### src/rtl/rtt_pkg.sv
// types, codes and widths shared by the retransmit tracker modules
`timescale 1ns / 1ps
`default_nettype none

package rtt_pkg;

	localparam int SEQ_W   = 16;
	localparam int TICK_W  = 32;
	localparam int SIZE_W  = 11;
	localparam int CNT_W   = 8;
	localparam int KIND_W  = 2;
	localparam int RKIND_W = 3;
	localparam int CFG_IDX_W = 2;
	localparam int CFG_DATA_W = 32;
	localparam int SIZE_FIELD_MAX = 2047;

	localparam int PENDING_DEPTH_DEF = 32;
	localparam int MAX_PAYLOAD_DEF   = 1024;

	localparam logic [KIND_W-1:0] KIND_QUEUE   = 2'd0;
	localparam logic [KIND_W-1:0] KIND_ACK     = 2'd1;
	localparam logic [KIND_W-1:0] KIND_COLLECT = 2'd2;

	localparam logic [RKIND_W-1:0] RK_ASSIGNED  = 3'd0;
	localparam logic [RKIND_W-1:0] RK_REJECTED  = 3'd1;
	localparam logic [RKIND_W-1:0] RK_ACK_DONE  = 3'd2;
	localparam logic [RKIND_W-1:0] RK_RESEND    = 3'd3;
	localparam logic [RKIND_W-1:0] RK_SCAN_DONE = 3'd4;

	localparam logic [CFG_IDX_W-1:0] REG_RESEND_INTERVAL = 2'd0;
	localparam logic [CFG_IDX_W-1:0] REG_RESEND_LIMIT    = 2'd1;

	localparam logic [TICK_W-1:0] RESEND_INTERVAL_RST = 32'd100;
	localparam logic [CNT_W-1:0]  RESEND_LIMIT_RST    = 8'd5;

	typedef struct packed {
		logic [KIND_W-1:0] kind;
		logic [SEQ_W-1:0]  seq;
		logic [TICK_W-1:0] now_ticks;
		logic [SIZE_W-1:0] payload_size;
	} cmd_t;

	typedef struct packed {
		logic [RKIND_W-1:0] result_kind;
		logic [SEQ_W-1:0]   seq_out;
		logic [SIZE_W-1:0]  size_out;
		logic [CNT_W-1:0]   resend_count;
		logic               ack_found;
		logic               last;
	} res_t;

	// broadcast control from the top level to every cell
	typedef struct packed {
		logic              shift;
		logic              ack_en;
		logic [SEQ_W-1:0]  ack_seq;
		logic [TICK_W-1:0] now;
		logic [TICK_W-1:0] interval;
		logic [CNT_W-1:0]  resend_limit;
	} cell_ctl_t;

	typedef struct packed {
		logic [SEQ_W-1:0]  seq;
		logic [TICK_W-1:0] stamp;
		logic [SIZE_W-1:0] size;
	} cell_wr_t;

	typedef struct packed {
		logic              hit;
		logic [SEQ_W-1:0]  seq;
		logic [SIZE_W-1:0] size;
		logic [CNT_W-1:0]  resends;
	} cell_res_t;

endpackage

`default_nettype wire

### src/rtl/rtt_cell.sv
// one slot of the pending table, with its stage of the scan token chain
`timescale 1ns / 1ps
`default_nettype none

module rtt_cell (
	input  wire logic              clk,
	input  wire logic              arst_n,
	input  wire rtt_pkg::cell_ctl_t ctl,
	input  wire logic              wr_en,
	input  wire rtt_pkg::cell_wr_t wr,
	input  wire logic              tok_in,
	output logic                   tok,
	output logic                   occupied,
	output logic                   ack_hit,
	output rtt_pkg::cell_res_t     res
);

	logic                         valid_q;
	logic                         tok_q;
	logic [rtt_pkg::SEQ_W-1:0]    seq_q;
	logic [rtt_pkg::TICK_W-1:0]   stamp_q;
	logic [rtt_pkg::CNT_W-1:0]    resends_q;
	logic [rtt_pkg::SIZE_W-1:0]   size_q;

	logic [rtt_pkg::TICK_W-1:0]   elapsed;
	logic                         overdue;
	logic                         at_limit;
	logic                         scan_here;

	always_comb begin
		elapsed   = ctl.now - stamp_q;
		overdue   = valid_q && (elapsed >= ctl.interval);
		at_limit  = resends_q >= ctl.resend_limit;
		scan_here = tok_q && ctl.shift;
		ack_hit   = ctl.ack_en && valid_q && (seq_q == ctl.ack_seq);
		res       = '0;
		if (tok_q && overdue && !at_limit) begin
			res.hit     = 1'b1;
			res.seq     = seq_q;
			res.size    = size_q;
			res.resends = resends_q + 8'd1;
		end
	end

	assign tok      = tok_q;
	assign occupied = valid_q;

	always_ff @(posedge clk or negedge arst_n) begin
		if (!arst_n) begin
			valid_q <= 1'b0;
			tok_q   <= 1'b0;
		end else begin
			if (ctl.shift) begin
				tok_q <= tok_in;
			end
			if (wr_en) begin
				valid_q <= 1'b1;
			end else if (ack_hit) begin
				valid_q <= 1'b0;
			end else if (scan_here && overdue && at_limit) begin
				valid_q <= 1'b0;
			end
		end
	end

	always_ff @(posedge clk) begin
		if (wr_en) begin
			seq_q     <= wr.seq;
			stamp_q   <= wr.stamp;
			resends_q <= '0;
			size_q    <= wr.size;
		end else if (scan_here && res.hit) begin
			resends_q <= res.resends;
			stamp_q   <= ctl.now;
		end
	end

endmodule

`default_nettype wire

### config.mk
export PLATFORM = sky130hd
export DESIGN_NAME = rtt_cell
export DESIGN_NICKNAME = d
export VERILOG_FILES = /design/src/rtl/rtt_pkg.sv /design/src/rtl/rtt_cell.sv
export SDC_FILE = /design/constraint.sdc
export NUM_CORES = 1
export LEC_CHECK = 0
export BUFFER_PORTS_ARGS = -buffer_cell sky130_fd_sc_hd__buf_2
export CELL_PAD_IN_SITES_DETAIL_PLACEMENT = 1
export CELL_PAD_IN_SITES_GLOBAL_PLACEMENT = 2
export CORE_UTILIZATION = 33
export DETAILED_ROUTE_END_ITERATION = 6
export GPL_TIMING_DRIVEN = 0
export PLACE_DENSITY_LB_ADDON = 0.1
export SLEW_MARGIN = 20
export SYNTH_ARGS = -nofsm -noshare
export SYNTH_HDL_FRONTEND = slang
export SYNTH_SLANG_ARGS = --single-unit
### constraint.sdc
create_clock -name clk -period 9.82 [get_ports clk]
set_input_delay 0.982 -clock clk [delete_from_list [all_inputs] [get_ports clk]]
set_output_delay 0.982 -clock clk [all_outputs]
set_load 0.02 [all_outputs]
==> metrics.md <==
| Metric | Value |
|---|---|
| Slowest cell on crit path | `fa_1` |
| Crit-path max FO | `10` |
| R2R cell count | `19` |
| First-pass GRT wire length | `27,700 µm` |
| Most common cell after layout, fill and taps aside | `buf_2` |
| Clock transition at the registers of the reported paths | `60 ps` |
| Final Cell Area | `7520 µm²` |
| Hpwl dp | `14,400 µm` |
| GR Overflow Total | `0` |
| Setup repair bufs after CTS | `0` |
| Min Tclk post-route | `6740 ps` |
| Most frequent cells in the layout | `buf_2 (196), inv_1 (81), ha_1 (72), edfxtp_1 (59), a21oi_1 (46)` |
| Prevailing post-synth register cell | `edfxtp_1` |
| Vias in the first global route | `5,767` |
| Clock latency on the worst-skew pair | `340 ps` |
| Cell Area, Placed | `7170 µm²` |
| Cells after Synth | `612` |
| Hold WC Path Type | `input pin to asynchronous set/reset pin` |
| DIE AREA | `18,400 µm²` |
| Routed Antenna Nets | `0` |
| Rel. slew slack | `0.516` |
| Final Hold Viols | `0` |
| Synth-to-Final Area Change | `27.5%` |
| Critical path launch point type | `input pin` |
| LEAKAGE | `3.67 nW` |
| Via count | `5,173` |
| Antenna violations before repair | `2` |
| Initial Util | `0.340` |
| Clk_skew | `10.5 ps` |
| Max Clk Rate | `0.148 GHz` |
| CP cell instances | `buf_2 > inv_1 > ha_1 > inv_1 > fa_1 > a21oi_1 > o21ai_0 > or2_2 > a2111oi_0 > nor3_1 > nand4_1 > a21oi_1 > xor2_1 > ha_1 > nand4_1 > or3_4 > a2111oi_4 > a21boi_2 > nor2_1 > buf_2 > buf_2 > and2_1 > buf_2` |
| Final GP Congestion | `0.809` |
| Vias per inst | `4.95` |
| WL per Instance | `16.4 µm` |
| Max-cap viol count | `0` |
| Core Region | `17,400 µm²` |
| Port Buffers | `191` |
| Setup repair after global routing missed its margin | `no` |
| Crit path kind | `input pin to output port` |
| Critical path capture point type | `output port` |
| CTS root buf | `clkbuf_16` |
| Synthesized flop and latch total | `69` |
| Rows | `48` |
| Status | `complete, no violations` |
| # fillers | `2,100` |
| Clock buffer depth | `2` |
| Final period utilization | `0.687` |
| Total I/O pin count | `192` |
| Num Clock Sinks | `69` |
| WL final | `17,200 µm` |
| CP max stage delay | `420 ps` |
| Die Y-Extent | `136 µm` |
| Total power per unit cell area | `156 nW/µm²` |
| Asr flop ratio synth | `0.0290` |
| H-tree depth | `3` |
| Worst-Margin Slew | `725 ps` |
| Final core occ | `0.433` |
| DR DRC count | `0` |
| DR iter-0 viols | `166` |
| Fin nets | `1,041` |
| Worst VDD drop | `77.2 µV` |
| CTS tree | `built` |
| Die width | `136 µm` |
| GRT Util Overall | `0.194` |
| Synth warn | `0` |
| Final setup viols | `0` |
| Cts repair resizes | `0` |
| Worst EP arrival | `5760 ps` |
| Drt first pass iters | `4` |
| Hold_buf cts | `0` |
| Most numerous cell on the critical path | `buf_2` |
| Post-route setup TNS | `0 ps` |
| Final Slew Violations | `0` |
| Synth cell types | `58` |
| Register area share after synthesis | `0.336` |
| Total CTS buffers | `9` |
| Avg Inst Size Synth | `9.64 µm²` |
| Mapped Area | `5900 µm²` |
| Post-synth EDFFs | `59` |
| Fraction of layout instances using a drive strength above 1 | `0.324` |
| Critical Path RT | `8840 ps` |
| Largest net degree at the start of global routing | `29` |
| Synthesized net count | `838` |
through the flow:
step / total power [mW] / setup WS, ps / instances / hold slack (ps)
final: 1.17 / 3080 / 1046 / 434
after global routing: 1.25 / 2550 / 1045 / 428
after CTS: 1.19 / 2940 / 1045 / 426
after detailed placement: 0.804 / 2990 / 1029 / 516
after global placement: 0.787 / 160 / 1028 / 513
after floorplan: 0.661 / 2540 / 612 / 477
layer usage:
metal / vias to the layer above / track usage / routed length [µm]
li1: 2606 / - / -
met1: 2426 / 0.212 / 6890
met2: 131 / 0.373 / 9120
met3: 10 / 0.0449 / 993
met4: 0 / 0.0493 / 150
met5: - / 0 / 0
cells by family after synthesis:
family / synth area share
AOI/OAI and AO/OA: 0.161
xor gates and xnor gates: 0.0757
adders and majority gates: 0.156
buffers and inverters: 0.0719
DFF: 0.336
muxes: 0.0630
and+or+nand+nor: 0.136
worst paths after layout:
check	end	startpoint	slack [ps]
hold reg to reg	resends_q[7]	resends_q[7]	530
max in group asynchronous	tok	arst_n	9280
hold / removal	occupied	arst_n	430
setup / recovery	res[26]	ctl[40]	3080
setup reg to reg	stamp_q[12]	stamp_q[0]	4340
min in group clk	resends_q[7]	resends_q[7]	530
cell usage after synthesis (4+ instances only):
cell | number | share of area
nor4_1 | 4 | 0.0042
and2_1 | 30 | 0.032
o21bai_1 | 4 | 0.0051
nor3_1 | 17 | 0.014
or4_1 | 4 | 0.0051
dfxtp_1 | 8 | 0.027
o21ai_1 | 4 | 0.0034
a21o_1 | 22 | 0.028
buf_2 | 5 | 0.0042
xnor2_1 | 24 | 0.036
nor2b_1 | 7 | 0.0074
clkbuf_1 | 5 | 0.0032
nand3_1 | 13 | 0.011
mux2_2 | 33 | 0.063
nand2_1 | 20 | 0.013
nor2_1 | 17 | 0.011
nand4_1 | 14 | 0.015
and3_1 | 5 | 0.0053
xor2_1 | 27 | 0.040
o21a_1 | 7 | 0.0089
o31ai_1 | 9 | 0.011
a21oi_1 | 46 | 0.039
inv_1 | 81 | 0.052
o21ai_0 | 20 | 0.017
ha_1 | 72 | 0.15
edfxtp_1 | 59 | 0.30
worst max-delay path: cells and delay by family:
kind	cells	cell delay, ps
simple gates	7	1530
xor+xnor	1	160
fa+ha+maj	3	880
buf+inv	6	830
compound gates	6	1360
registers in the layout, indices dropped and copies added (netlist names):
signal / cells
seq_q: 16
resends_q: 8
stamp_q: 32
tok: 1
occupied: 1
size_q: 11
final cells by class:
| class | instances | area [µm²] | area share |
|---|---|---|---|
| antenna | 1 | 2.50 | 0.000333 |
| timing repair buffer | 192 | 983 | 0.131 |
| buffer | 17 | 120 | 0.0160 |
| tap | 225 | 282 | 0.0375 |
| sequential | 69 | 1980 | 0.264 |
| clock inverter | 6 | 111 | 0.0148 |
| multi-input combinational | 445 | 3500 | 0.466 |
| inverter | 81 | 304 | 0.0405 |
| clock buffer | 10 | 229 | 0.0305 |
report_power, final:
group          total [mW]  internal [mW]  switching [mW]
logic               0.437          0.191           0.246
clock network       0.381          0.248           0.133
registers           0.356          0.347         0.00918
total                1.17          0.787           0.387
(Power assumes the default switching activity.)
